==> src/sv/k_queues_shared_buffer_defines.svh <==
// assertion macros for the shared-store queue block
// used by the top level only; no other dependencies
`ifndef K_QUEUES_SHARED_BUFFER_DEFINES_SVH
`define K_QUEUES_SHARED_BUFFER_DEFINES_SVH
`ifndef SYNTHESIS
// same-cycle implication, sampled on clk, off during reset
`define KQSB_ASSERT_IMP(lbl, ante, cons) \
	lbl: assert property (@(posedge clk) disable iff (!arst_n) (ante) |-> (cons)) \
		else $error("kqsb assertion failed");
// next-cycle implication, sampled on clk, off during reset
`define KQSB_ASSERT_NXT(lbl, ante, cons) \
	lbl: assert property (@(posedge clk) disable iff (!arst_n) (ante) |=> (cons)) \
		else $error("kqsb assertion failed");
`else
`define KQSB_ASSERT_IMP(lbl, ante, cons)
`define KQSB_ASSERT_NXT(lbl, ante, cons)
`endif
`endif

==> src/sv/kqsb_pkg.sv <==
// shared types and constants for the shared-store queue block
// no dependencies
package kqsb_pkg;

	localparam int DEF_SLOTS      = 16;
	localparam int DEF_NUM_QUEUES = 4;
	localparam int DATA_W         = 32;
	localparam int QNUM_W         = 2;
	localparam int ACT_W          = 3;
	localparam logic [ACT_W-1:0] ACT_RESET = 3'd4;

	typedef enum logic [1:0] {
		STAT_OK      = 2'd0,
		STAT_INVALID = 2'd1,
		STAT_FULL    = 2'd2,
		STAT_EMPTY   = 2'd3
	} kqsb_status_t;

	typedef enum logic {
		REQ_ENQ = 1'b0,
		REQ_DEQ = 1'b1
	} kqsb_req_type_t;

	typedef enum logic {
		ST_IDLE = 1'b0,
		ST_EXEC = 1'b1
	} kqsb_state_t;

	// controller to datapath commands
	typedef struct packed {
		logic capture;
		logic commit;
	} kqsb_cmd_t;

endpackage

==> src/sv/kqsb_if.sv <==
// request and response channel interfaces for the shared-store queue block
// depends on kqsb_pkg
interface kqsb_req_if;
	import kqsb_pkg::*;
	logic                     valid;
	logic                     ready;
	logic                     req_type;
	logic [QNUM_W-1:0]        queue_num;
	logic signed [DATA_W-1:0] data_in;
	modport source (output valid, req_type, queue_num, data_in, input ready);
	modport sink (input valid, req_type, queue_num, data_in, output ready);
endinterface

interface kqsb_rsp_if;
	import kqsb_pkg::*;
	logic                     valid;
	logic                     ready;
	logic [1:0]               status;
	logic signed [DATA_W-1:0] data_out;
	modport source (output valid, status, data_out, input ready);
	modport sink (input valid, status, data_out, output ready);
endinterface

==> src/sv/kqsb_ctrl.sv <==
// controller: two-state sequencer and response valid flag
// depends on kqsb_pkg
module kqsb_ctrl (
	input  logic               clk,
	input  logic               arst_n,
	input  logic               req_valid,
	output logic               req_ready,
	output logic               rsp_valid,
	input  logic               rsp_ready,
	output kqsb_pkg::kqsb_cmd_t cmd
);
	import kqsb_pkg::*;

	kqsb_state_t state_q, state_d;
	logic        out_valid_q, out_valid_d;

	// state and response flag registers
	always_ff @(posedge clk or negedge arst_n) begin
		if (!arst_n) begin
			state_q     <= ST_IDLE;
			out_valid_q <= 1'b0;
		end else begin
			state_q     <= state_d;
			out_valid_q <= out_valid_d;
		end
	end

	// next state and commands
	always_comb begin
		state_d     = state_q;
		req_ready   = 1'b0;
		cmd.capture = 1'b0;
		cmd.commit  = 1'b0;
		case (state_q)
			ST_IDLE: begin
				req_ready   = 1'b1;
				cmd.capture = req_valid;
				if (req_valid) state_d = ST_EXEC;
			end
			ST_EXEC: begin
				// hold while the previous word still waits
				cmd.commit = !out_valid_q || rsp_ready;
				if (cmd.commit) state_d = ST_IDLE;
			end
			default: state_d = ST_IDLE;
		endcase
		out_valid_d = cmd.commit || (out_valid_q && !rsp_ready);
	end

	assign rsp_valid = out_valid_q;

endmodule

==> src/sv/kqsb_dp.sv <==
// datapath: link and data memories, queue and free-list pointers, result register
// depends on kqsb_pkg
module kqsb_dp #(
	parameter int SLOTS      = kqsb_pkg::DEF_SLOTS,
	parameter int NUM_QUEUES = kqsb_pkg::DEF_NUM_QUEUES
) (
	input  logic                               clk,
	input  logic                               arst_n,
	input  kqsb_pkg::kqsb_cmd_t                cmd,
	input  logic                               req_type,
	input  logic [kqsb_pkg::QNUM_W-1:0]        queue_num,
	input  logic signed [kqsb_pkg::DATA_W-1:0] data_in,
	input  logic                               cfg_we,
	input  logic [kqsb_pkg::ACT_W-1:0]         cfg_wdata,
	output logic [1:0]                         status,
	output logic signed [kqsb_pkg::DATA_W-1:0] data_out
);
	import kqsb_pkg::*;

	localparam int AW = (SLOTS > 1) ? $clog2(SLOTS) : 1;
	localparam int LW = $clog2(SLOTS + 1);
	localparam int QW = (NUM_QUEUES > 1) ? $clog2(NUM_QUEUES) : 1;
	localparam logic [LW-1:0] NIL = LW'(SLOTS);

	// memories
	logic [LW-1:0]            link_mem [SLOTS];
	logic signed [DATA_W-1:0] data_mem [SLOTS];

	// pointer state
	logic [LW-1:0] head_q [NUM_QUEUES];
	logic [AW-1:0] tail_q [NUM_QUEUES];
	logic [LW-1:0] free_head_q;
	logic [LW-1:0] wm_q;     // slots at or above this were never taken
	logic [ACT_W-1:0] act_q;

	// captured request and memory read data
	logic                     req_type_q;
	logic [QNUM_W-1:0]        qnum_q;
	logic signed [DATA_W-1:0] data_in_q;
	logic [LW-1:0]            link_rd_q;
	logic signed [DATA_W-1:0] data_rd_q;

	// result register
	logic [1:0]               status_q;
	logic signed [DATA_W-1:0] data_out_q;

	// read address at capture
	logic [QW-1:0] in_qidx;
	logic [AW-1:0] rd_addr;
	assign in_qidx = QW'(queue_num);
	assign rd_addr = (req_type == REQ_DEQ) ? AW'(head_q[in_qidx]) : AW'(free_head_q);

	// capture request and read both memories
	always_ff @(posedge clk) begin
		if (cmd.capture) begin
			req_type_q <= req_type;
			qnum_q     <= queue_num;
			data_in_q  <= data_in;
			link_rd_q  <= link_mem[rd_addr];
			data_rd_q  <= data_mem[rd_addr];
		end
	end

	// commit decode
	logic [QW-1:0]            qidx;
	logic                     q_valid;
	logic [LW-1:0]            head;
	logic                     q_empty;
	logic                     link_we;
	logic [AW-1:0]            link_wa;
	logic [LW-1:0]            link_wd;
	logic                     data_we;
	logic                     head_we;
	logic [LW-1:0]            head_d;
	logic                     tail_we;
	logic                     free_we;
	logic [LW-1:0]            free_d;
	logic                     wm_inc;
	kqsb_status_t             status_d;
	logic signed [DATA_W-1:0] data_out_d;

	assign qidx    = QW'(qnum_q);
	assign q_valid = (32'(qnum_q) < NUM_QUEUES) && ({1'b0, qnum_q} < act_q);
	assign head    = head_q[qidx];
	assign q_empty = (head == NIL);

	always_comb begin
		link_we    = 1'b0;
		link_wa    = tail_q[qidx];
		link_wd    = free_head_q;
		data_we    = 1'b0;
		head_we    = 1'b0;
		head_d     = free_head_q;
		tail_we    = 1'b0;
		free_we    = 1'b0;
		free_d     = link_rd_q;
		wm_inc     = 1'b0;
		status_d   = STAT_OK;
		data_out_d = '0;
		if (!q_valid) begin
			status_d = STAT_INVALID;
		end else if (req_type_q == REQ_ENQ) begin
			if (free_head_q == NIL) begin
				status_d = STAT_FULL;
			end else begin
				// take the free head; an untouched slot links to the next one up
				data_we = 1'b1;
				tail_we = 1'b1;
				free_we = 1'b1;
				if (free_head_q == wm_q) begin
					wm_inc = 1'b1;
					free_d = wm_q + 1'b1;
				end
				if (q_empty) begin
					head_we = 1'b1;
				end else begin
					link_we = 1'b1;
					link_wa = tail_q[qidx];
					link_wd = free_head_q;
				end
			end
		end else begin
			if (q_empty) begin
				status_d = STAT_EMPTY;
			end else begin
				// unlink head, the queue empties when head meets tail
				head_we    = 1'b1;
				head_d     = (AW'(head) == tail_q[qidx]) ? NIL : link_rd_q;
				link_we    = 1'b1;
				link_wa    = AW'(head);
				link_wd    = free_head_q;
				free_we    = 1'b1;
				free_d     = head;
				data_out_d = data_rd_q;
			end
		end
	end

	// memory writes
	always_ff @(posedge clk) begin
		if (cmd.commit && link_we) link_mem[link_wa] <= link_wd;
		if (cmd.commit && data_we) data_mem[AW'(free_head_q)] <= data_in_q;
	end

	// tails and result word
	always_ff @(posedge clk) begin
		if (cmd.commit) begin
			if (tail_we) tail_q[qidx] <= AW'(free_head_q);
			status_q   <= status_d;
			data_out_q <= data_out_d;
		end
	end

	// pointer registers
	always_ff @(posedge clk or negedge arst_n) begin
		if (!arst_n) begin
			for (int i = 0; i < NUM_QUEUES; i++) head_q[i] <= NIL;
			free_head_q <= '0;
			wm_q        <= '0;
		end else if (cmd.commit) begin
			if (head_we) head_q[qidx] <= head_d;
			if (free_we) free_head_q <= free_d;
			if (wm_inc) wm_q <= wm_q + 1'b1;
		end
	end

	// queue count register
	always_ff @(posedge clk or negedge arst_n) begin
		if (!arst_n) begin
			act_q <= ACT_RESET;
		end else if (cfg_we) begin
			act_q <= cfg_wdata;
		end
	end

	assign status   = status_q;
	assign data_out = data_out_q;

endmodule

==> src/sv/k_queues_shared_buffer.sv <==
// channel  | dir | payload                        | handshake
// req      | in  | req_type, queue_num, data_in   | valid / ready
// rsp      | out | status, data_out               | valid / ready
// cfg      | in  | cfg_wdata (active_queues)      | cfg_we, no wait
//
// one request at a time: the accept edge reads the link and data memories,
// then the commit in ST_EXEC writes links and pointers and loads the result word.
// a result still waiting on rsp holds the commit cycle; no new request is taken
// until that commit is done.
// reset needs no clearing pass: never-used slots are tracked by a
// watermark and link to the slot above them.
// top level: controller plus datapath; depends on kqsb_pkg, kqsb_if, kqsb_ctrl, kqsb_dp and the defines header
`include "k_queues_shared_buffer_defines.svh"
module k_queues_shared_buffer #(
	parameter int SLOTS      = kqsb_pkg::DEF_SLOTS,
	parameter int NUM_QUEUES = kqsb_pkg::DEF_NUM_QUEUES
) (
	input  logic                       clk,
	input  logic                       arst_n,
	kqsb_req_if.sink                   req,
	kqsb_rsp_if.source                 rsp,
	input  logic                       cfg_we,
	input  logic [kqsb_pkg::ACT_W-1:0] cfg_wdata
);
	import kqsb_pkg::*;

	kqsb_cmd_t cmd;

	// sequencer
	kqsb_ctrl u_ctrl (
		.clk       (clk),
		.arst_n    (arst_n),
		.req_valid (req.valid),
		.req_ready (req.ready),
		.rsp_valid (rsp.valid),
		.rsp_ready (rsp.ready),
		.cmd       (cmd)
	);

	// store and pointers
	kqsb_dp #(
		.SLOTS      (SLOTS),
		.NUM_QUEUES (NUM_QUEUES)
	) u_dp (
		.clk       (clk),
		.arst_n    (arst_n),
		.cmd       (cmd),
		.req_type  (req.req_type),
		.queue_num (req.queue_num),
		.data_in   (req.data_in),
		.cfg_we    (cfg_we),
		.cfg_wdata (cfg_wdata),
		.status    (rsp.status),
		.data_out  (rsp.data_out)
	);

	// checks
	`KQSB_ASSERT_NXT(a_busy_after_accept, req.valid && req.ready, !req.ready)
	`KQSB_ASSERT_NXT(a_commit_shows_word, cmd.commit, rsp.valid)
	`KQSB_ASSERT_IMP(a_no_commit_in_accept, cmd.capture, !cmd.commit)
	`KQSB_ASSERT_IMP(a_zero_on_error, rsp.valid && (rsp.status != STAT_OK), rsp.data_out == '0)

endmodule
==> src/flat_wrapper.sv <==
// flat-port wrapper written by rule: the top's interface ports become plain ports
module k_queues_shared_buffer_flat import kqsb_pkg::*;
#(
	parameter int SLOTS      = kqsb_pkg::DEF_SLOTS,
	parameter int NUM_QUEUES = kqsb_pkg::DEF_NUM_QUEUES
)
  (clk, arst_n, cfg_we, cfg_wdata, req_valid, req_req_type, req_queue_num, req_data_in, req_ready, rsp_valid, rsp_status, rsp_data_out, rsp_ready);
  kqsb_req_if req_i ();
  kqsb_rsp_if rsp_i ();
  input  logic clk;
  input  logic arst_n;
  input  logic cfg_we;
  input  logic [kqsb_pkg::ACT_W-1:0] cfg_wdata;
  input wire logic [$bits(req_i.valid)-1:0] req_valid;
  input wire logic [$bits(req_i.req_type)-1:0] req_req_type;
  input wire logic [$bits(req_i.queue_num)-1:0] req_queue_num;
  input wire logic [$bits(req_i.data_in)-1:0] req_data_in;
  output wire logic [$bits(req_i.ready)-1:0] req_ready;
  output wire logic [$bits(rsp_i.valid)-1:0] rsp_valid;
  output wire logic [$bits(rsp_i.status)-1:0] rsp_status;
  output wire logic [$bits(rsp_i.data_out)-1:0] rsp_data_out;
  input wire logic [$bits(rsp_i.ready)-1:0] rsp_ready;
  assign req_i.valid = req_valid;
  assign req_i.req_type = req_req_type;
  assign req_i.queue_num = req_queue_num;
  assign req_i.data_in = req_data_in;
  assign req_ready = req_i.ready;
  assign rsp_valid = rsp_i.valid;
  assign rsp_status = rsp_i.status;
  assign rsp_data_out = rsp_i.data_out;
  assign rsp_i.ready = rsp_ready;
  k_queues_shared_buffer #(.SLOTS(SLOTS), .NUM_QUEUES(NUM_QUEUES)) u_core (.clk(clk), .arst_n(arst_n), .req(req_i), .rsp(rsp_i), .cfg_we(cfg_we), .cfg_wdata(cfg_wdata));
endmodule
==> config.mk <==
export PLATFORM = sky130hd
export DESIGN_NAME = k_queues_shared_buffer_flat
export DESIGN_NICKNAME = d
export VERILOG_FILES = /design/src/sv/kqsb_pkg.sv /design/src/sv/kqsb_if.sv /design/src/sv/kqsb_ctrl.sv /design/src/sv/kqsb_dp.sv /design/src/sv/k_queues_shared_buffer.sv /design/src/flat_wrapper.sv
export VERILOG_INCLUDE_DIRS = /design/src /design/src/sv
export SDC_FILE = /design/constraint.sdc
export NUM_CORES = 1
export LEC_CHECK = 0
export BUFFER_PORTS_ARGS = -buffer_cell sky130_fd_sc_hd__buf_4
export CAP_MARGIN = 10
export CORE_ASPECT_RATIO = 0.6
export CORE_MARGIN = 1
export CORE_UTILIZATION = 60
export CTS_CLUSTER_SIZE = 20
export DETAILED_ROUTE_END_ITERATION = 10
export MAX_ROUTING_LAYER = met4
export PLACE_DENSITY = 0.87
export SLEW_MARGIN = 15
export SYNTH_ARGS = -nofsm -noshare
export SYNTH_HDL_FRONTEND = slang
export SYNTH_SLANG_ARGS = --single-unit
==> constraint.sdc <==
create_clock -name clk -period 7.47 [get_ports clk]
set_input_delay 1.494 -clock clk [delete_from_list [all_inputs] [get_ports clk]]
set_output_delay 1.494 -clock clk [all_outputs]
set_load 0.01 [all_outputs]
==> results of run 1 <==
[through the flow]
stage / std cells / utilization / hold slack [ps] / power (uW)
floorplan: 2024 / - / 482 / 7810
global placement: 2658 / 0.644 / 487 / 8900
detailed placement: 2658 / 0.644 / 499 / 9080
CTS: 2769 / 0.683 / 516 / 12200
global route: 2770 / 0.683 / 535 / 12700
finish: 2770 / 0.683 / 507 / 12200
[cell usage after synthesis, drive strengths merged (2+ instances only)]
cell     count  share of area
o221a        2         0.0011
and3         9         0.0019
nor3         9         0.0027
nand3      208          0.035
nor2       111          0.015
o211ai      64          0.016
a32oi        2        0.00059
edfxtp     714           0.72
o22a         5         0.0015
nor4         7         0.0020
a31oi        7         0.0015
clkbuf     101          0.013
and2        39         0.0082
a21o         4         0.0010
o221ai      11         0.0038
xnor2        3        0.00088
ha           2        0.00084
dfstp        5         0.0044
o22ai       39         0.0082
o2111ai      3        0.00088
dfxtp        2         0.0013
nand2b       8         0.0017
a21oi       23         0.0044
mux2i       37          0.012
a22oi        4         0.0010
xor2        13         0.0038
nand4       32         0.0067
o21ai       23         0.0039
dfrtp       30          0.025
buf         20         0.0032
nand3b       9         0.0023
nor2b        4        0.00084
a311oi       4         0.0012
or2          3        0.00063
o2bb2ai     32         0.0094
nand2      327          0.041
mux2        62          0.023
nor3b        2        0.00067
mux4        12         0.0095
inv          7        0.00088
a221o        6         0.0020
a211oi      10         0.0025
[how the worst min path moves through the flow]
| stage | endpoint | slack [ps] | cells after the start |
|---|---|---|---|
| after floorplan | u_core.u_dp.act_q[0] | 480 | 1 |
| after global placement | u_core.u_ctrl.rsp_valid | 490 | 2 |
| after detailed placement | u_core.u_ctrl.rsp_valid | 500 | 2 |
| after CTS | u_core.u_ctrl.rsp_valid | 520 | 2 |
| after global routing | u_core.u_dp.data_out[28] | 540 | 1 |
| final | u_core.u_ctrl.rsp_valid | 510 | 2 |
[sequential cells by signal, summed over array words and instances, names as in the netlist, named ones only]
signal,count
u_core.u_dp.data_rd_q,32
u_core.u_dp.data_mem,512
u_core.u_ctrl.state_q,1
u_core.u_dp.data_out,32
u_core.u_dp.link_mem,80
u_core.u_dp.link_rd_q,5
u_core.u_dp.wm_q,5
u_core.u_dp.tail_q,16
u_core.u_dp.req_type_q,1
u_core.u_dp.act_q,3
u_core.u_dp.qidx,2
u_core.u_dp.status,2
u_core.u_ctrl.rsp_valid,1
u_core.u_dp.data_in_q,32
u_core.u_dp.head_q,20
u_core.u_dp.free_head_q,5
[cells by family (layout without fill, tap and decap cells)]
logic type                 after synthesis  count (layout)  synth area share
AOI/OAI and AO/OA                      244             244            0.0607
xor gates and xnor gates                16              16           0.00471
adders and majority gates                2               2          0.000841
buffers and inverters                  128             233            0.0169
DFF                                    751             751             0.752
muxes                                  111             111            0.0454
other                                    0               1                 0
and+or+nand+nor                        772             772             0.120
[report_power, final]
part / leakage [uW] / switching, uW / total, uW / internal (uW)
combinational: 0.00329 / 2350 / 3440 / 1080
clock: 0.000920 / 1470 / 3110 / 1650
sequential: 0.00693 / 349 / 5680 / 5330
total: 0.0111 / 4170 / 12200 / 8060
[cell usage in the layout, fill, tap and decap left out, types with 8 or more instances in the layout]
cell type	count
and3_1	9
buf_4	113
xor2_1	13
mux2i_1	37
o21ai_0	18
nand3b_1	9
and2_1	37
nand4_1	32
o2bb2ai_1	32
nand2_1	326
edfxtp_1	714
o211ai_1	64
nand3_1	207
nor2_1	97
nand2b_1	8
a211oi_1	10
a21oi_1	20
dfrtp_1	30
o221ai_1	9
o22ai_1	38
mux2_2	62
nor2_4	12
clkinv_2	11
mux4_2	9
clkbuf_1	15
clkinv_1	12
clkbuf_16	61
[cell type report]
type | count | area (um^2)
Inverter | 7 | 26.3
Antenna cell | 1 | 2.50
Sequential cell | 751 | 22400
Multi-Input combinational cell | 1145 | 7110
Timing Repair Buffer | 115 | 888
Clock inverter | 35 | 299
Tap cell | 640 | 801
Clock buffer | 76 | 1580
Fill cell | 3022 | 15300
[tightest hold or removal path, delay by kind of cell (launching register included)]
family,cells,cell delay (ps)
flip-flops,1,350
AND/OR/NAND/NOR,2,130
[per-layer routing]
layer / vias to the layer above / GRT usage
met5: - / -
met4: 0 / 0.0998
met3: 201 / 0.0720
met2: 1432 / 0.437
met1: 9043 / 0.419
li1: 7814 / -
==> metrics.txt, run 1 <==
CTS Buffer Depth=3; Max IR drop VDD=around 320 uV; R2R cell count=6; r2r setup slk=3360 ps; crit path max fanout=a little over 70; die area=just over 50000 um^2; overall die height=174 um; CP Cell Sequence=buf_4, mux2_2, a21oi_2, and2_4, buf_4, nand3_1, nand3_1, nand4_1; Pwr Density=around 370 nW/um^2; setup slack after layout=~3200 ps; Worst-path clk slew=70 ps; Post-DP HPWL=between 30000 and 40000 um; M1 WL=approximately 27000 um; clk_skew=between 20 and 30 ps; DR vias/cell=around 6.7; met2 wire length=33400 um; Crit Path Class=input port to flop; Stages on worst setup path=8; Net Count, Synth=between 2000 and 2500; synthesized area=29700 um^2; Main synth FF type=edfxtp_1; core footprint=48400 um^2; Placed Area=31200 um^2; vias in the first global route=~18000; Routed Antenna Nets=0; Area Growth Syn to Fin=11.2%; Setup Slack @ Placement=~2400 ps; # DRC=0; reg2reg start=u_core.u_dp.qidx[0]; CTS buffer count=61; reg2reg end=u_core.u_dp.link_mem[6][2]; Root Driver=clkbuf_16; number of synthesized flops with an enable pin=~710; top layer in use=met4; final hold vios=0; sequential area share after synthesis=0.752; Rel. slew slack=0.252; Buffers on Ports=between 70 and 80; Buf/Inv on CP=2; wire length per cell=about 26 um; status=finished, final reports clean; worst skew pair latency=640 ps; vias=18500; WP data arrival=about 4600 ps; Crit path required time=approximately 7800 ps; flops & latches, synth=about 750; initial DRC count=just over 3000; Hold Crit Class=flop to flop; All-Layer GR Usage=0.300; Placer Congestion=just over 0.9; Max stage delay on crit path=approximately 900 ps; total global routing overflow=0; met3 wire length=around 9800 um; largest net degree at the start of global routing=about 140; cells after synthesis=2024; row cnt=a little over 60; RSZ-0062 raised after global routing=false; Setup crit end=u_core.u_dp.data_rd_q[21]; H-tree levels=2; Die X=about 290 um; first-pass iteration count of the detailed router=6; Min-Delay Startpoint=u_core.u_ctrl.rsp_valid; global-route wire length before repair=roughly 110000 um; Yosys warning count=0; crit path time final=roughly 4200 ps; Worst-Margin Slew=between 1000 and 1500 ps; layout cells sized above 1=0.151; io pins=79; Post-CTS Setup Bufs=0; Design Area, Final=about 33000 um^2; CP max stage cell=and2_4; Detailed Route WL=around 73000 um; Initial Utilization=0.614; Sink Count=751; CTS tree=built; Resize count post-CTS=0; critical path startpoint category=input port; CP startpoint=req_queue_num[1]; Pleak=between 0.01 and 0.015 uW; cts hold-fix bufs=0; Syn Area/Cell=approximately 15 um^2; highest clock rate=about 240 MHz; CP Capture Type=flop; Netlist cell types=between 60 and 70; Nets=between 2000 and 2500; Synth async-reset ratio=0.0466; max_cap viols=0; CP top delay family=simple AND/OR/NAND/NOR gates; Final Setup Violations=0; setup TNS=0 ps; fin crit share=0.567; Slew Viols, Final=0; initial antenna violation count=1
No activity file was read; power rests on OpenSTA's default activity.
==> run 2: changes to the inputs <==
--- a/config.mk
+++ b/config.mk
@@ -10,11 +10,11 @@
 export CAP_MARGIN = 10
 export CORE_ASPECT_RATIO = 0.6
 export CORE_MARGIN = 1
-export CORE_UTILIZATION = 60
+export CORE_UTILIZATION = 56
 export CTS_CLUSTER_SIZE = 20
 export DETAILED_ROUTE_END_ITERATION = 10
 export MAX_ROUTING_LAYER = met4
-export PLACE_DENSITY = 0.87
+export PLACE_DENSITY = 0.86
 export SLEW_MARGIN = 15
 export SYNTH_ARGS = -nofsm -noshare
 export SYNTH_HDL_FRONTEND = slang
==> constraint.sdc (replaced) <==
create_clock -name clk -period 3.6 [get_ports clk]
set_input_delay 0.72 -clock clk [delete_from_list [all_inputs] [get_ports clk]]
set_output_delay 0.72 -clock clk [all_outputs]
set_load 0.01 [all_outputs]
==> run 2 against run 1 <==
- sequential power rose by 110%
- worst setup slack got worse by 3000 ps
- routed wire length rose by 2.0%
- via count rose by 1.1%
- global-route usage fell by 1.6 points
- critical path type is now flop to flop
- largest cell class unchanged
- highest routed layer unchanged
==> metrics.txt, run 2 (same netlist as run 1, synthesis figures left out) <==
max reg flops=512 (unchanged); worst skew pair latency=610 ps (was 640 ps); final hold vios=0 (unchanged); Routed Antenna Nets=0 (unchanged); Initial Utilization=0.576 (was 0.614); Crit path required time=3830 ps (was 7830 ps); RSZ-0062 raised after global routing=false (unchanged); highest clock rate=around 290 MHz; max_cap viols=0 (unchanged); Hold Crit Class=input port to asynchronous set/reset pin (was flop to flop); vias=18700 (was 18500); CP top delay family=simple AND/OR/NAND/NOR gates (unchanged); crit path max fanout=12 (was 71); critical path startpoint category=flop (was input port); Most flops, register=u_core.u_dp.data_mem (unchanged); Max stage delay on crit path=670 ps (was 920 ps); first-pass iteration count of the detailed router=6 (unchanged); fin crit share=0.945; die area=54100 um^2 (was 50500 um^2); register area=22400 um^2 (unchanged); # DRC=0 (unchanged); initial DRC count=2630 (was 3017); clk_skew=27.3 ps (was 26.2 ps); sw frac=0.336 (was 0.341); CTS Buffer Depth=3 (unchanged); Placed Area=31900 um^2 (was 31200 um^2); vias in the first global route=18200 (was 18100); largest net degree at the start of global routing=107 (was 137); Sink Count=751 (unchanged); Stages on worst setup path=6 (was 8); Buf/Inv on CP=0 (was 2); Fillers=3363 (was 3022); setup TNS=0 ps (unchanged); CTS tree=built (unchanged); row cnt=64 (was 62); Post-CTS Setup Bufs=0 (unchanged); Placer Congestion=0.971 (was 0.924); Worst-Margin Slew=1220 ps (was 1120 ps); Detailed Route WL=74300 um (was 72800 um); Pwr Density=782 nW/um^2 (was 370 nW/um^2); most frequent cells in the layout=714 x edfxtp_1, 326 x nand2_1, 207 x nand3_1, 130 x buf_4, 97 x nor2_1 (was 714 x edfxtp_1, 326 x nand2_1, 207 x nand3_1, 113 x buf_4, 97 x nor2_1); Root Driver=clkbuf_16 (unchanged); CP max stage cell=edfxtp_1 (was and2_4); Nets=2173 (was 2126); Die X=300 um (was 289 um); CP Capture Type=flop (unchanged); initial antenna violation count=1 (unchanged); M1 WL=29700 um (was 27300 um); Final Setup Violations=0 (unchanged); Design Area, Final=34100 um^2 (was 33100 um^2); Max IR drop VDD=457 uV (was 321 uV); layout cells sized above 1=0.174 (was 0.151); Post-DP HPWL=41200 um (was 39000 um); footprint of the multi-input gates=7140 um^2 (was 7110 um^2); All-Layer GR Usage=0.284 (was 0.300); R2R cell count=6 (unchanged); Resize count post-CTS=0 (unchanged); post-layout util=0.660 (was 0.683); crit path time final=around 3400 ps; CTS buffer count=66 (was 61); cts hold-fix bufs=0 (unchanged); core footprint=51600 um^2 (was 48400 um^2); antenna fix cells=0 (was 1); largest registers=u_core.u_dp.data_mem: 512 flops, u_core.u_dp.link_mem: 80 flops (unchanged); DR vias/cell=6.50 (was 6.68); Combinational Power Share=0.290 (was 0.281); Psw=8960 uW (was 4170 uW); wire length per cell=25.8 um (was 26.3 um); met2 wire length=33800 um (was 33400 um); io pins=79 (unchanged); commonest non-fill, non-tap cell in the layout=edfxtp_1 (unchanged); WP data arrival=3630 ps (was 4590 ps); CP Cell Sequence=mux4_1, or4_4, o221ai_4, nor2_2, a2111o_1, nor2_1 (was buf_4, mux2_2, a21oi_2, and2_4, buf_4, nand3_1, nand3_1, nand4_1); top layer in use=met4 (unchanged); Pleak=0.0116 uW (was 0.0111 uW); Worst-path clk slew=70 ps (about the same); Clock power frac=0.272 (was 0.255); total global routing overflow=0 (unchanged); met3 wire length=8880 um (was 9800 um); global-route wire length before repair=111000 um (was 109000 um); Buffers on Ports=78 (unchanged); Rel. slew slack=0.185 (was 0.252); Area Growth Syn to Fin=14.7% (was 11.2%); Pint=17700 uW (was 8060 uW); status=finished, final reports clean (unchanged); Reg power frac=0.438 (was 0.464); H-tree levels=3 (was 2); overall die height=181 um (was 174 um); Crit Path Class=flop to flop (was input port to flop); Slew Viols, Final=0 (unchanged)
[run 2: per-layer routing]
metal,vias up,GRT usage
met5,-,-
met4,0,0.0884
met2,1389,0.410
met1,9218,0.411
met3,180,0.0547
li1,7905,-
[run 2: power groups by stage]
stage	sequential [uW]	combinational, uW	clock [uW]
detailed placement	11800	7520	0
finish	11700	7730	7260
floorplan	11700	4530	0
global placement	11800	7240	0
global route	11800	8230	7650
CTS	11700	7580	7320
[run 2: path summary, 6_finish.rpt]
| kind | from | end | slack, ps |
|---|---|---|---|
| max | u_core.u_dp.qidx[1] | u_core.u_dp.link_mem[13][0] | 200 |
| min | arst_n | u_core.u_dp.wm_q[0] | 60 |
| max reg2reg | u_core.u_dp.qidx[1] | u_core.u_dp.link_mem[13][0] | 200 |
| min reg2reg | u_core.u_dp.act_q[0] | u_core.u_dp.act_q[0] | 510 |
| max in group asynchronous | arst_n | u_core.u_dp.head_q[14] | 3150 |
| min in group clk | req_data_in[23] | u_core.u_dp.data_in_q[23] | 280 |
[run 2: per-stage QoR]
step	setup WS [ps]	power (uW)	cells	hold WS, ps
floorplan	143	16300	2024	424
global placement	405	19000	2753	487
detailed placement	273	19400	2753	503
CTS	246	26600	2875	70.3
global route	90.7	27700	2875	91.5
finish	197	26700	2875	63.9
[run 2: cell type report]
cell class,instances,area share
clock inverter,43,0.0134
clock buffer,79,0.0511
multi-input combinational,1145,0.209
timing repair buffer,157,0.0445
tap,693,0.0254
inverter,7,0.000770
sequential,751,0.656
